`src/hw/rtl/btll_pkg.sv`:
```
`default_nettype none

package btll_pkg;

  // Register map, word index on the configuration port
  localparam logic [1:0] REG_STEP_NOW       = 2'd0;
  localparam logic [1:0] REG_LEVEL_DIFF_MAX = 2'd1;
  localparam logic [1:0] REG_BASE_LEVEL     = 2'd2;

  localparam int unsigned ADDR_W  = 4;
  localparam int unsigned DATA_W  = 32;
  localparam int unsigned LEVEL_W = 5;
  localparam int unsigned LEN_W   = 32;
  localparam int unsigned SHOWN_W = 24;

  localparam logic [SHOWN_W-1:0] SHOWN_MAX = '1;

  localparam logic [LEVEL_W-1:0] LEVEL_DIFF_MAX_RST = 5'd1;

  // Item action codes carried on s_tuser
  localparam logic ACT_REFRESH = 1'b0;
  localparam logic ACT_CHECK   = 1'b1;

  // Bit positions in status_bits
  localparam int unsigned ST_ACTIVE = 0;
  localparam int unsigned ST_MARK   = 1;
  localparam int unsigned ST_DEAD   = 2;

  localparam int unsigned IN_TDATA_W  = 80;
  localparam int unsigned OUT_TDATA_W = 64;

endpackage

`default_nettype wire

```
`src/hw/rtl/block_timestep_level_limiter_core.sv`:
```
`default_nettype none
// An accepted item passes through the input register, then the result register, before
// its result is valid on the result stream.
// Throughput: one item per cycle while the result side does not stall; the single-pass logic
// between the two registers (time subtract, level compare, shift mask) sets that figure.
// Reset (rst, synchronous, active high) empties both stages, clears the sweep tally,
// and loads step_now = 0, gap_limit = 1, base_level = 0.
module block_timestep_level_limiter_core #(
  parameter int unsigned TIME_BITS  = 32,
  parameter int unsigned COUNT_BITS = 24
) (
  input  wire                                 clk,
  input  wire                                 rst,
  // APB-style configuration port
  input  wire                                 psel,
  input  wire                                 penable,
  input  wire                                 pwrite,
  input  wire  [btll_pkg::ADDR_W-1:0]         paddr,
  input  wire  [btll_pkg::DATA_W-1:0]         pwdata,
  output logic [btll_pkg::DATA_W-1:0]         prdata,
  output logic                                pready,
  // Input stream
  input  wire                                 s_tvalid,
  output logic                                s_tready,
  // tdata: step_start[31:0], step_length[63:32], level[68:64],
  //        neighbour_level[73:69], status_bits[76:74], zero fill[79:77]
  input  wire  [btll_pkg::IN_TDATA_W-1:0]     s_tdata,
  // tuser: action
  input  wire                                 s_tuser,
  // tlast: last_particle
  input  wire                                 s_tlast,
  // Result stream
  output logic                                m_tvalid,
  input  wire                                 m_tready,
  // tdata: active_out[0], new_step_length[32:1], new_level[37:33], reduced[38],
  //        reduced_count[62:39], zero fill[63]
  output logic [btll_pkg::OUT_TDATA_W-1:0]    m_tdata,
  // tlast: sweep_done
  output logic                                m_tlast
);
  import btll_pkg::*;

  // Configuration registers
  logic [DATA_W-1:0]  step_now;
  logic [LEVEL_W-1:0] gap_limit;
  logic [LEVEL_W-1:0] base_level;

  logic cfg_write;
  assign pready    = 1'b1;
  assign cfg_write = psel && penable && pwrite && pready;

  always_ff @(posedge clk) begin
    if (rst) begin
      step_now   <= '0;
      gap_limit  <= LEVEL_DIFF_MAX_RST;
      base_level <= '0;
    end else if (cfg_write) begin
      case (paddr[3:2])
        REG_STEP_NOW:       step_now   <= pwdata;
        REG_LEVEL_DIFF_MAX: gap_limit  <= pwdata[LEVEL_W-1:0];
        REG_BASE_LEVEL:     base_level <= pwdata[LEVEL_W-1:0];
        default: ;
      endcase
    end
  end

  always_comb begin
    case (paddr[3:2])
      REG_STEP_NOW:       prdata = step_now;
      REG_LEVEL_DIFF_MAX: prdata = DATA_W'(gap_limit);
      REG_BASE_LEVEL:     prdata = DATA_W'(base_level);
      default:            prdata = '0;
    endcase
  end

  // Input register stage
  logic                 in_valid;
  logic                 in_action;
  logic [TIME_BITS-1:0] in_start;
  logic [LEN_W-1:0]     in_len;
  logic [LEVEL_W-1:0]   in_level;
  logic [LEVEL_W-1:0]   in_nlevel;
  logic [2:0]           in_status;
  logic                 in_last;

  // Result register stage
  logic                 out_valid;
  logic                 out_active;
  logic [LEN_W-1:0]     out_len;
  logic [LEVEL_W-1:0]   out_level;
  logic                 out_reduced;
  logic [SHOWN_W-1:0]   out_count;
  logic                 out_last;

  logic [COUNT_BITS-1:0] tally;
  logic [COUNT_BITS-1:0] tally_next;

  logic advance;
  assign advance  = in_valid && (!out_valid || m_tready);
  assign s_tready = !in_valid || advance;

  always_ff @(posedge clk) begin
    if (rst) begin
      in_valid <= 1'b0;
    end else if (s_tready) begin
      in_valid <= s_tvalid;
    end
  end

  always_ff @(posedge clk) begin
    if (s_tvalid && s_tready) begin
      in_action <= s_tuser;
      in_start  <= s_tdata[TIME_BITS-1:0];
      in_len    <= s_tdata[63:32];
      in_level  <= s_tdata[68:64];
      in_nlevel <= s_tdata[73:69];
      in_status <= s_tdata[76:74];
      in_last   <= s_tlast;
    end
  end

  // Single-pass scheduling logic
  logic [TIME_BITS-1:0] dn;
  logic [TIME_BITS-1:0] dn_mask;
  logic                 ended;
  logic                 too_fine;
  logic [LEVEL_W-1:0]   finer_level;
  logic [LEVEL_W-1:0]   shift;
  logic                 shift_ok;
  logic                 synced;
  logic                 do_reduce;
  logic                 active_c;
  logic [LEN_W-1:0]     len_c;
  logic [LEVEL_W-1:0]   level_c;
  logic [COUNT_BITS-1:0] tally_inc;
  logic [31:0]          tally_wide;
  logic [SHOWN_W-1:0]   shown_c;

  assign dn    = step_now[TIME_BITS-1:0] - in_start;
  assign ended = (LEN_W'(dn) == in_len);

  // Neighbours finer than allowed: nlevel - level > gap_limit
  assign too_fine    = ({1'b0, in_level} + {1'b0, gap_limit}) < {1'b0, in_nlevel};
  assign finer_level = in_nlevel - gap_limit;
  assign shift_ok    = (base_level >= finer_level);
  assign shift       = base_level - finer_level;

  always_comb begin
    for (int i = 0; i < TIME_BITS; i++) begin
      dn_mask[i] = (6'(i) < {1'b0, shift});
    end
  end

  assign synced    = ((dn & dn_mask) == '0);
  assign do_reduce = (in_action == ACT_CHECK) && !in_status[ST_DEAD] && !ended
                     && too_fine && shift_ok && synced;

  always_comb begin
    active_c = in_status[ST_ACTIVE];
    len_c    = in_len;
    level_c  = in_level;
    if (in_action == ACT_REFRESH) begin
      active_c = in_status[ST_MARK] || ended;
    end else if (do_reduce) begin
      active_c = 1'b1;
      level_c  = finer_level;
      if (dn != '0) begin
        len_c = LEN_W'(dn);
      end
    end
  end

  // Saturating tally; the result shows the count after this item
  assign tally_inc  = (do_reduce && (tally != '1)) ? tally + 1'b1 : tally;
  assign tally_wide = 32'(tally_inc);
  assign shown_c    = (tally_wide > 32'(SHOWN_MAX)) ? SHOWN_MAX : tally_wide[SHOWN_W-1:0];
  assign tally_next = in_last ? '0 : tally_inc;

  always_ff @(posedge clk) begin
    if (rst) begin
      tally <= '0;
    end else if (advance) begin
      tally <= tally_next;
    end
  end

  always_ff @(posedge clk) begin
    if (rst) begin
      out_valid <= 1'b0;
    end else if (advance) begin
      out_valid <= 1'b1;
    end else if (m_tready) begin
      out_valid <= 1'b0;
    end
  end

  always_ff @(posedge clk) begin
    if (advance) begin
      out_active  <= active_c;
      out_len     <= len_c;
      out_level   <= level_c;
      out_reduced <= do_reduce;
      out_count   <= shown_c;
      out_last    <= in_last;
    end
  end

  assign m_tvalid = out_valid;
  assign m_tlast  = out_last;
  assign m_tdata  = {1'b0, out_count, out_reduced, out_level, out_len, out_active};

  // A sweep's last item leaves the tally empty
  assert property (@(posedge clk) disable iff (rst) (advance && in_last) |=> (tally == '0))
    else $error("tally not cleared after last item of sweep");

  // A reduced particle is always active
  assert property (@(posedge clk) disable iff (rst) (out_valid && out_reduced) |-> out_active)
    else $error("reduced particle not marked active");

  // Input side stalls only when both stages are full and the output is blocked
  assert property (@(posedge clk) disable iff (rst)
      !s_tready |-> (in_valid && out_valid && !m_tready))
    else $error("input stalled without back pressure");

  // A reduction never coarsens the step level
  assert property (@(posedge clk) disable iff (rst) advance && do_reduce |-> (level_c > in_level))
    else $error("reduction did not move to a finer level");

endmodule

`default_nettype wire

```
`config.mk`:
```
export PLATFORM = sky130hd
export DESIGN_NAME = block_timestep_level_limiter_core
export DESIGN_NICKNAME = d
export VERILOG_FILES = /design/src/hw/rtl/btll_pkg.sv /design/src/hw/rtl/block_timestep_level_limiter_core.sv
export SDC_FILE = /design/constraint.sdc
export NUM_CORES = 1
export LEC_CHECK = 0
export BUFFER_PORTS_ARGS = -buffer_cell sky130_fd_sc_hd__buf_2
export CORE_ASPECT_RATIO = 0.75
export CORE_UTILIZATION = 45
export CTS_CLUSTER_SIZE = 16
export DETAILED_ROUTE_END_ITERATION = 6
export GPL_ROUTABILITY_DRIVEN = 0
export PLACE_DENSITY_LB_ADDON = 0.3
export SYNTH_ARGS = -nofsm -noshare
export SYNTH_HDL_FRONTEND = slang
export SYNTH_SLANG_ARGS = --single-unit
```
`constraint.sdc`:
```
create_clock -name clk -period 6.4 [get_ports clk]
set_clock_uncertainty 0.2 [all_clocks]
set_input_delay 0.96 -clock clk [delete_from_list [all_inputs] [get_ports clk]]
set_output_delay 0.96 -clock clk [all_outputs]
set_load 0.03 [all_outputs]
```
==> results of run 1 <==
worst max path at each step:
stage                 startpoint          end
global route        in_nlevel[0]  out_len[12]
floorplan            step_now[0]  out_len[30]
global placement    in_nlevel[0]  out_len[12]
CTS                 in_nlevel[0]  out_len[12]
finish              in_nlevel[0]  out_len[12]
detailed placement  in_nlevel[0]   out_len[5]
per-layer routing:
| metal | up-vias | track usage, % | part of all wire, % | wire, µm |
|---|---|---|---|---|
| met4 | 2 | 3.85 | 1.2 | 462 |
| met1 | 5431 | 37.4 | 48 | 18200 |
| met3 | 36 | 5.95 | 9.4 | 3550 |
| met5 | - | 0 | 0.032 | 12 |
| li1 | 5389 | - | - | - |
| met2 | 487 | 35.9 | 41 | 15700 |
metrics by stage:
step	area (µm²)	util, %
floorplan	13300	-
global placement	14600	50.2
detailed placement	14600	50.2
CTS	15400	52.8
global route	15400	52.8
finish	15400	52.8
cell type report:
type                       count  area (µm²)  area share (%)
multi-input combinational    988        6880            44.8
timing repair buffer         236        1240            8.08
tap                          392         490            3.19
clock buffer                  33         643            4.19
antenna                        1        2.50          0.0163
clock inverter                 8         115           0.750
inverter                      87         327            2.13
sequential                   211        5660            36.8
synth_stat cells, types with 6 or more instances:
library cell  instances  area share, %
buf_4                 8           0.45
a2111oi_0             7           0.46
a21o_1               16           0.90
ha_1                 50            4.7
xnor2_1              56            3.7
mux2i_1              26            2.0
or3_1                 9           0.42
nand3_1              38            1.4
nand2b_1             13           0.61
o41ai_1               6           0.40
a21boi_0              6           0.34
inv_1                85            2.4
nand2_1             136            3.8
mux2_2                7           0.59
a31oi_1              15           0.71
nand4b_1              6           0.40
o21ai_0              49            1.8
nand4_1              31            1.5
nor2_1               71            2.0
buf_2                16           0.60
a211oi_1              6           0.34
xor2_1               19            1.3
mux2_4               20            2.3
nor4_1               11           0.52
nor3b_1               9           0.51
edfxtp_1            143             32
and2_1               46            2.2
o21a_1               11           0.62
nor2b_1              10           0.47
o211ai_1             19            1.1
a21oi_1              87            3.3
xnor3_1               6            1.0
and3_1               21           0.99
nor3_1               54            2.0
dfxtp_1              68             10
o21ai_1               6           0.23
clkbuf_1             44            1.2
o2111ai_1            10           0.66
state kept, by name, summed over array words and instances, names as in the netlist, 24 cells and up:
register,count
in_len,32
in_start,32
out_len,32
step_now,32
out_count,24
tally,24
power by group through the flow:
| stage | registers, W | clock network (W) | logic, W |
|---|---|---|---|
| 4_1_cts | 0.00155 | 0.00140 | 0.000482 |
| 2_1_floorplan | 0.00160 | 0 | 0.000297 |
| 5_1_grt | 0.00155 | 0.00144 | 0.000531 |
| 3_3_place_gp | 0.00157 | 0 | 0.000472 |
| 3_5_place_dp | 0.00158 | 0 | 0.000478 |
| 6_report | 0.00155 | 0.00137 | 0.000488 |
critical path, cell delays in order, from the launching register on:
cell,delay [ns]
edfxtp_1,0.40
inv_1,0.07
ha_1,0.15
inv_1,0.06
fa_1,0.40
xnor2_1,0.56
o21ai_0,0.24
and3_1,0.27
o31ai_1,0.63
a2111oi_0,0.18
o32ai_1,0.31
a21bo_2,0.25
nor4_1,0.39
and3_1,0.69
o211ai_4,0.19
buf_4,0.27
mux2_4,0.32
kinds of logic after synthesis:
kind of cell,share of synthesized area [%]
XOR/XNOR,6.14
multiplexers,4.98
AO/OA/AOI/OAI,16.6
AND/OR/NAND/NOR,18.5
adder cells (fa/ha/maj),5.47
flip-flops,42.6
other,0.0566
buffers and inverters,5.66
==> metrics.md, run 1 <==
| Metric | Value |
|---|---|
| Post-CTS Resized | `0` |
| CORE AREA | `29100 µm²` |
| Max Fclk | `171 MHz` |
| PwrDens | `222 nW/µm²` |
| Post-CTS Repair Setup Buffers | `0` |
| Die W | `200 µm` |
| Avg Cell Area, Syn | `just under 10 µm²` |
| Relative slew slack | `25.3%` |
| Worst EP arrival | `around 5.9 ns` |
| Input/output buffers | `217` |
| Asr flop ratio synth | `0%` |
| CTS tree | `done` |
| TNS Setup | `0 ns` |
| Later-pin clock latency in the skew report | `0.53 ns` |
| Vias/cell | `roughly 5.8` |
| WL final | `38000 µm` |
| Setup WS pre-CTS | `slightly below 0.7 ns` |
| Sequential fraction of design power | `45.4%` |
| Commonest non-fill, non-tap cells in the layout | `buf_2 (217), edfxtp_1 (143), nand2_1 (136)` |
| Switching power | `0.000891 W` |
| Congestion Overflow GR | `0` |
| Synth cell types | `95` |
| Class of the worst hold path | `register to register` |
| Post-detailed-route count of antenna-violating nets | `0` |
| Switching Share | `a little over a quarter` |
| I/O pins | `around 230` |
| Iter 0 DRT Violations | `1174` |
| GRT Overall Usage | `24.7%` |
| Min Tclk post-route | `5.85 ns` |
| Setup violators final | `0` |
| VDD IR max | `175 µV` |
| Routed len/inst | `19.4 µm` |
| RSZ-0062 raised after global routing | `no` |
| CTS root buffer | `clkbuf_16` |
| Max-cap violation count | `0` |
| Hold Vio Cnt, Final | `0` |
| Synthesized instance count | `1366` |
| Crit end category | `register` |
| Startpoint Class | `register` |
| DPL Wire Length | `~28000 µm` |
| Initial antenna violation count | `2` |
| Die height | `151 µm` |
| Seq/Total Area, Yosys | `42.6%` |
| Register-to-register setup slack | `0.55 ns` |
| Hold wc startpoint | `step_now[2]` |
| Cts hold-fix bufs | `0` |
| Placed insts | `between 1500 and 2000` |
| Prevailing post-synth register cell | `edfxtp_1` |
| Period Utilization, post-route | `just over 90%` |
| Final Hold Slack | `0.276 ns` |
| CTS sink cnt | `211` |
| Max FO, Critical Path | `15` |
| CTS buffer count | `23` |
| Htree depth | `1` |
| Initial Util | `45.7%` |
| Die area | `30200 µm²` |
| FILL cells | `roughly 2700` |
| Via count | `11300` |
| Slew @ Worst Pin | `1.12 ns` |
| Largest net degree at the start of global routing | `81` |
| Final worst slack | `0.550 ns` |
| CP Class | `register to register` |
| CTS clk-pin slew, worst paths | `0.06 ns` |
| Logic pwr share | `14.3%` |
| Fin. max-slew vios | `0` |
| Total power | `0.00341 W` |
| # nets final | `1726` |
| Layout Area Growth over Synthesis | `15.6%` |
| Hold EP | `step_now[2]` |
| Syn Nets | `1545` |
| Cell-internal power | `around 0.0025 W` |
| Hold path depth | `2` |
| Initial DRT Pass Iterations | `5` |
| Global-route wire length before repair | `approximately 59000 µm` |
| Layout cells sized above 1 | `a little over a fifth` |
| Mapped Area | `13300 µm²` |
| Clock power frac | `~40%` |
| R2R Path Start | `in_nlevel[0]` |
| Drc violations | `0` |
| Commonest non-fill, non-tap cell in the layout | `buf_2` |
| Syn. warnings | `0` |
| Non-Filler Instances | `around 2000` |
| Worst reg2reg endpoint | `out_len[12]` |
| Seq cells post-synth | `211` |
| Num rows | `54` |
| Static leakage | `~6.3 nW` |
| Worst Path Required | `6.48 ns` |
| Number of synthesized flops with an enable pin | `143` |
| Number of global-route vias before repair | `10500` |
| Status | `finished clean` |
| Max Root-Sink Buffers | `3` |
| R2R depth | `16` |
Note: power is estimated with default switching activity, not from simulation.
==> run 2, diff against run 1 <==
CORE_MARGIN = 2   (was default)
clock period = 5.75 ns   (was 6.4 ns; I/O delays follow)
==> metrics.md, run 2 (synthesis gave the netlist of run 1 again) <==
| Metric | Value |
|---|---|
| Status | `finished clean` |
| CTS root buffer | `clkbuf_16` |
| Startpoint Class | `register` |
| GRT Overall Usage | `24.1% (-0.61 points)` |
| CP Class | `register to register` |
| Num rows | `54 (unchanged)` |
| DPL Wire Length | `28800 µm (+0.91%)` |
| Crit path largest cell delay | `0.59 ns (-0.10 ns)` |
| Fin. max-slew vios | `0 (unchanged)` |
| Hold EP | `step_now[2]` |
| Input/output buffers | `217 (unchanged)` |
| Class of the worst hold path | `register to register` |
| Cell-internal power | `0.00285 W (+13%)` |
| Hold path depth | `2 (unchanged)` |
| Static leakage | `6.32 nW (+1.1%)` |
| Largest net degree at the start of global routing | `84 (+3.7%)` |
| Layout cells sized above 1 | `21.7% (+0.74 points)` |
| Register-to-register setup slack | `0.29 ns (-0.26 ns)` |
| CTS sink cnt | `211 (unchanged)` |
| Max-cap violation count | `0 (unchanged)` |
| CTS clk-pin slew, worst paths | `0.06 ns (about the same)` |
| Commonest non-fill, non-tap cells in the layout | `buf_2 (217), edfxtp_1 (143), nand2_1 (136)` |
| Met3 wire len | `3550 µm (unchanged)` |
| Max FO, Critical Path | `12 (-3)` |
| Post-detailed-route count of antenna-violating nets | `0 (unchanged)` |
| Later-pin clock latency in the skew report | `0.53 ns (about the same)` |
| Setup WS pre-CTS | `0.433 ns (-0.258 ns)` |
| Die height | `153 µm (+1.3%)` |
| Die area | `30900 µm² (+2.3%)` |
| Worst EP arrival | `5.51 ns (-0.42 ns)` |
| R2R Path Start | `in_nlevel[0]` |
| CTS tree | `done` |
| Layout Area Growth over Synthesis | `16.7%` |
| Logic pwr share | `14.4% (about the same)` |
| Via count | `11400 (+0.44%)` |
| CTS buffer count | `23 (unchanged)` |
| Global-route wire length before repair | `59300 µm (+1.2%)` |
| Switching Share | `25.8% (-0.36 points)` |
| Final worst slack | `0.294 ns (-0.256 ns)` |
| Die W | `202 µm (+1.0%)` |
| Switching power | `0.000990 W (+11%)` |
| Number of global-route vias before repair | `10700 (+2.0%)` |
| # nets final | `1737 (+0.64%)` |
| Worst reg2reg endpoint | `out_count[8]` |
| Drc violations | `0 (unchanged)` |
| Congestion Overflow GR | `0 (unchanged)` |
| Htree depth | `1 (unchanged)` |
| Highest metal used | `met5` |
| Total power | `0.00383 W (+13%)` |
| R2R depth | `17 (+1)` |
| Period Utilization, post-route | `94.9% (+3.5 points)` |
| Post-CTS Repair Setup Buffers | `0 (unchanged)` |
| Setup violators final | `0 (unchanged)` |
| RSZ-0062 raised after global routing | `no` |
| Ant. Diodes | `0 (-1)` |
| DRT met1 WL | `18200 µm (+0.14%)` |
| Worst Path Required | `5.80 ns (-0.68 ns)` |
| Vias/cell | `5.80 (about the same)` |
| Max Fclk | `183 MHz (+7.2%)` |
| Relative slew slack | `23.3% (-2.0 points)` |
| CORE AREA | `29100 µm² (unchanged)` |
| Hold Vio Cnt, Final | `0 (unchanged)` |
| Iter 0 DRT Violations | `1244 (+6.0%)` |
| Crit end category | `register` |
| Slew @ Worst Pin | `1.15 ns (+0.0300 ns)` |
| Hold wc startpoint | `step_now[2]` |
| Commonest non-fill, non-tap cell in the layout | `buf_2` |
| Slowest CP cell | `o31ai_1` |
| Initial Util | `45.7% (unchanged)` |
| Sequential fraction of design power | `44.8% (-0.6 points)` |
| Max Root-Sink Buffers | `3 (unchanged)` |
| Final core utilization | `53.3% (+0.50 points)` |
| Initial antenna violation count | `1 (-1)` |
| CP Cell Sequence | `inv_1 > ha_1 > inv_1 > fa_1 > inv_1 > ha_1 > nor2b_1 > o21ai_0 > and3_1 > o31ai_1 > a2111oi_0 > o32ai_1 > a21bo_2 > nor4_1 > nand3_1 > or3_1 > xnor2_1` |
| PwrDens | `247 nW/µm² (+12%)` |
| Routed len/inst | `19.3 µm (-0.35%)` |
| WL final | `38000 µm (+0.16%)` |
| TNS Setup | `0 ns (unchanged)` |
| Most common cell on crit path | `inv_1` |
| I/O pins | `225 (unchanged)` |
| Min Tclk post-route | `5.46 ns (-0.394 ns)` |
| Met2 wire len | `15400 µm (-2.2%)` |
| Cts hold-fix bufs | `0 (unchanged)` |
| VDD IR max | `181 µV (+3.8%)` |
| Initial DRT Pass Iterations | `6 (+1)` |
| Clock power frac | `40.7% (+0.5 points)` |
==> run 2: cell count changes in the layout (fill, tap and decap cells not counted), sizes merged <==
cell | previous run | this run
diode | 1 | 0
buf | 236 | 247
bufinv | 3 | 4
clkinvlp | 0 | 2
clkbuf | 33 | 30
==> run 2: metal layers <==
metal	up-vias	track usage, %
met3	61	5.43
met1	5436	37.5
met5	-	0
met4	2	5.42
li1	5398	-
met2	498	33.7
==> run 2: stage by stage <==
stage                     cell area [µm²]  std cells  hold slack, ns
after floorplan                     13300       1366           0.224
after global routing                15500       1966           0.287
final                               15500       1966           0.279
after CTS                           15500       1966           0.277
after detailed placement            14700       1925           0.266
after global placement              14700       1925           0.264
==> run 2: layout make-up <==
class / instances / area, µm²
repair buffers: 247 / 1350
well taps: 392 / 490
multi-input cells: 988 / 6890
flip-flops and latches: 211 / 5660
clock buffers: 30 / 632
inverters: 87 / 327
fillers: 2684 / 13600
clock inverters: 11 / 159
==> run 2: power groups by stage <==
stage | clock network [W] | logic (W) | registers [W]
3_5_place_dp | 0 | 0.000542 | 0.00175
5_1_grt | 0.00164 | 0.000600 | 0.00172
4_1_cts | 0.00160 | 0.000546 | 0.00172
3_3_place_gp | 0 | 0.000534 | 0.00175
6_report | 0.00156 | 0.000553 | 0.00172
2_1_floorplan | 0 | 0.000330 | 0.00178
==> run 2: how the worst max path moves through the flow <==
stage | startpoint | to | slack (ns) | cells after the start
finish | in_nlevel[0] | out_count[8] | 0.29 | 17
global route | in_nlevel[0] | out_count[8] | 0.01 | 17
CTS | gap_limit[1] | out_count[8] | 0.37 | 15
detailed placement | in_nlevel[0] | out_count[8] | 0.43 | 17
global placement | in_nlevel[0] | out_count[8] | 0.44 | 17
floorplan | step_now[0] | out_len[30] | 1.10 | 17
==> run 2: repair_timing <==
item | CTS | global route
hold endpoints to repair | 0 | 0
gates resized for setup | 0 | 1
setup endpoints to repair | 0 | 1
==> run 2: worst max-delay path: cells and delay by family (launching register included) <==
family	cells	cell delay (ns)
xor+xnor	1	0.14
flops	1	0.39
fa+ha+maj	3	0.95
buf+inv	3	0.20
simple gates	5	1.85
compound gates	5	1.43
==> run 3, diff against run 2 <==
CELL_PAD_IN_SITES_DETAIL_PLACEMENT = 0   (was default)
CELL_PAD_IN_SITES_GLOBAL_PLACEMENT = 2   (was default)
CORE_UTILIZATION = 36   (was 45)
==> metrics.md, run 3 (synthesis gave the netlist of run 1 again) <==
| Metric | Value |
|---|---|
| Period Utilization, post-route | `93.3% (-1.6 points)` |
| Startpoint Class | `register` |
| Max Root-Sink Buffers | `3 (unchanged)` |
| Iter 0 DRT Violations | `911 (-27%)` |
| Ant. Diodes | `0 (unchanged)` |
| Critical path origin | `gap_limit[0]` |
| Later-pin clock latency in the skew report | `0.53 ns (about the same)` |
| Post-detailed-route count of antenna-violating nets | `0 (unchanged)` |
| Input/output buffers | `217 (unchanged)` |
| CTS buffer count | `23 (unchanged)` |
| Commonest non-fill, non-tap cells in the layout | `buf_2 (217), edfxtp_1 (143), nand2_1 (136)` |
| Commonest non-fill, non-tap cell in the layout | `buf_2` |
| Routed len/inst | `19.6 µm (+1.4%)` |
| Congestion Overflow GR | `0 (unchanged)` |
| Crit path capture | `tally[15]` |
| Setup violators final | `0 (unchanged)` |
| VDD IR max | `173 µV (-4.5%)` |
| Max Fclk | `186 MHz (+1.7%)` |
| R2R depth | `16 (-1)` |
| Initial DRT Pass Iterations | `5 (-1)` |
| Static leakage | `6.31 nW (-0.22%)` |
| Max FO, Critical Path | `38 (+26)` |
| CP Class | `register to register` |
| WL final | `40700 µm (+7.1%)` |
| Die height | `170 µm (+11%)` |
| RSZ-0062 raised after global routing | `no` |
| Crit end category | `register` |
| Post-CTS Resized | `0 (unchanged)` |
| Hold Vio Cnt, Final | `0 (unchanged)` |
| Global-route wire length before repair | `61300 µm (+3.5%)` |
| Htree depth | `1 (unchanged)` |
| GRT Overall Usage | `20.8% (-3.3 points)` |
| CTS sink cnt | `211 (unchanged)` |
| Worst EP arrival | `5.58 ns (+0.07 ns)` |
| Worst reg2reg endpoint | `tally[15]` |
| Die area | `38500 µm² (+24%)` |
| Hold path depth | `2 (unchanged)` |
| Die W | `226 µm (+12%)` |
| Final worst slack | `0.385 ns (+0.0910 ns)` |
| CTS root buffer | `clkbuf_16` |
| Status | `finished clean` |
| Class of the worst hold path | `register to register` |
| Initial Util | `36.8% (-8.9 points)` |
| # nets final | `1743 (+0.35%)` |
| DPL Wire Length | `31000 µm (+7.8%)` |
| I/O pins | `225 (unchanged)` |
| Final Hold Slack | `0.275 ns (-0.00414 ns)` |
| Vias/cell | `5.35 (-7.8%)` |
| R2R Path Start | `gap_limit[0]` |
| Relative slew slack | `24.4% (+1.0 points)` |
| Register-to-register setup slack | `0.39 ns (+0.09 ns)` |
| TNS Setup | `0 ns (unchanged)` |
| PwrDens | `235 nW/µm² (-5.1%)` |
| Number of global-route vias before repair | `10300 (-3.3%)` |
| Min Tclk post-route | `5.36 ns (-0.0910 ns)` |
| Num rows | `60 (+11%)` |
| FILL cells | `3556 (+32%)` |
| Drc violations | `0 (unchanged)` |
| Worst Path Required | `5.96 ns (+0.16 ns)` |
| Post-CTS Repair Setup Buffers | `0 (unchanged)` |
| Largest net degree at the start of global routing | `93 (+11%)` |
| Layout Area Growth over Synthesis | `17.3%` |
| CORE AREA | `36100 µm² (+24%)` |
| Initial antenna violation count | `0 (-1)` |
| Setup WS pre-CTS | `0.431 ns (-0.00120 ns)` |
| Cts hold-fix bufs | `0 (unchanged)` |
| Layout cells sized above 1 | `21.4% (-0.34 points)` |
| CTS tree | `done` |
| Max-cap violation count | `0 (unchanged)` |
| Slew @ Worst Pin | `1.11 ns (-0.0441 ns)` |
| Via count | `11100 (-2.6%)` |
| Fin. max-slew vios | `0 (unchanged)` |
| CTS clk-pin slew, worst paths | `0.06 ns (about the same)` |
run 3: worst max-delay path: stages (launching register included):
cell	delay, ns
dfxtp_1	0.41
ha_1	0.17
inv_1	0.06
fa_1	0.50
fa_1	0.45
xnor2_1	0.15
xnor2_1	0.56
inv_1	0.15
nor4_1	0.60
nand2_1	0.12
nor2_1	0.10
a311oi_1	0.05
o41ai_1	0.43
and3_1	0.35
buf_12	0.25
nand3_1	0.34
a211o_1	0.35
run 3: cell type report:
type	instances	area [µm²]	area share, %
Multi-Input combinational cell	988	6880	44.2
Sequential cell	211	5660	36.3
Inverter	87	328	2.10
Clock buffer	34	617	3.96
Timing Repair Buffer	253	1420	9.11
Clock inverter	7	56.3	0.362
Tap cell	496	621	3.98
run 3: stage by stage:
| step | std cells | utilization, % | total power (W) | instance area, µm² |
|---|---|---|---|---|
| 3_3_place_gp | 2035 | 41.3 | 0.00230 | 14900 |
| 3_5_place_dp | 2035 | 41.3 | 0.00230 | 14900 |
| 4_1_cts | 2076 | 43.1 | 0.00370 | 15600 |
| 5_1_grt | 2076 | 43.1 | 0.00383 | 15600 |
| 6_report | 2076 | 43.1 | 0.00366 | 15600 |
| 2_1_floorplan | 1366 | - | 0.00211 | 13300 |
run 3: worst min-delay path by stage:
stage | start | end
floorplan | in_last | m_tlast
global placement | step_now[22] | step_now[22]
detailed placement | step_now[0] | step_now[0]
CTS | step_now[20] | step_now[20]
global route | s_tdata[71] | in_nlevel[2]
finish | step_now[16] | step_now[16]
run 3: power breakdown:
part | leakage (nW) | internal [W] | total [W] | switching, W
clock network | 0.327 | 0.000784 | 0.00138 | 0.000599
registers | 1.92 | 0.00169 | 0.00172 | 0.0000343
logic | 4.06 | 0.000207 | 0.000557 | 0.000350
run 3: per-layer routing:
metal	up-vias	track usage [%]	wire length, µm
met5	-	0	0
met4	0	4.52	799
met3	40	3.14	2330
met2	334	28.2	16000
met1	5316	33.7	21600
li1	5408	-	-
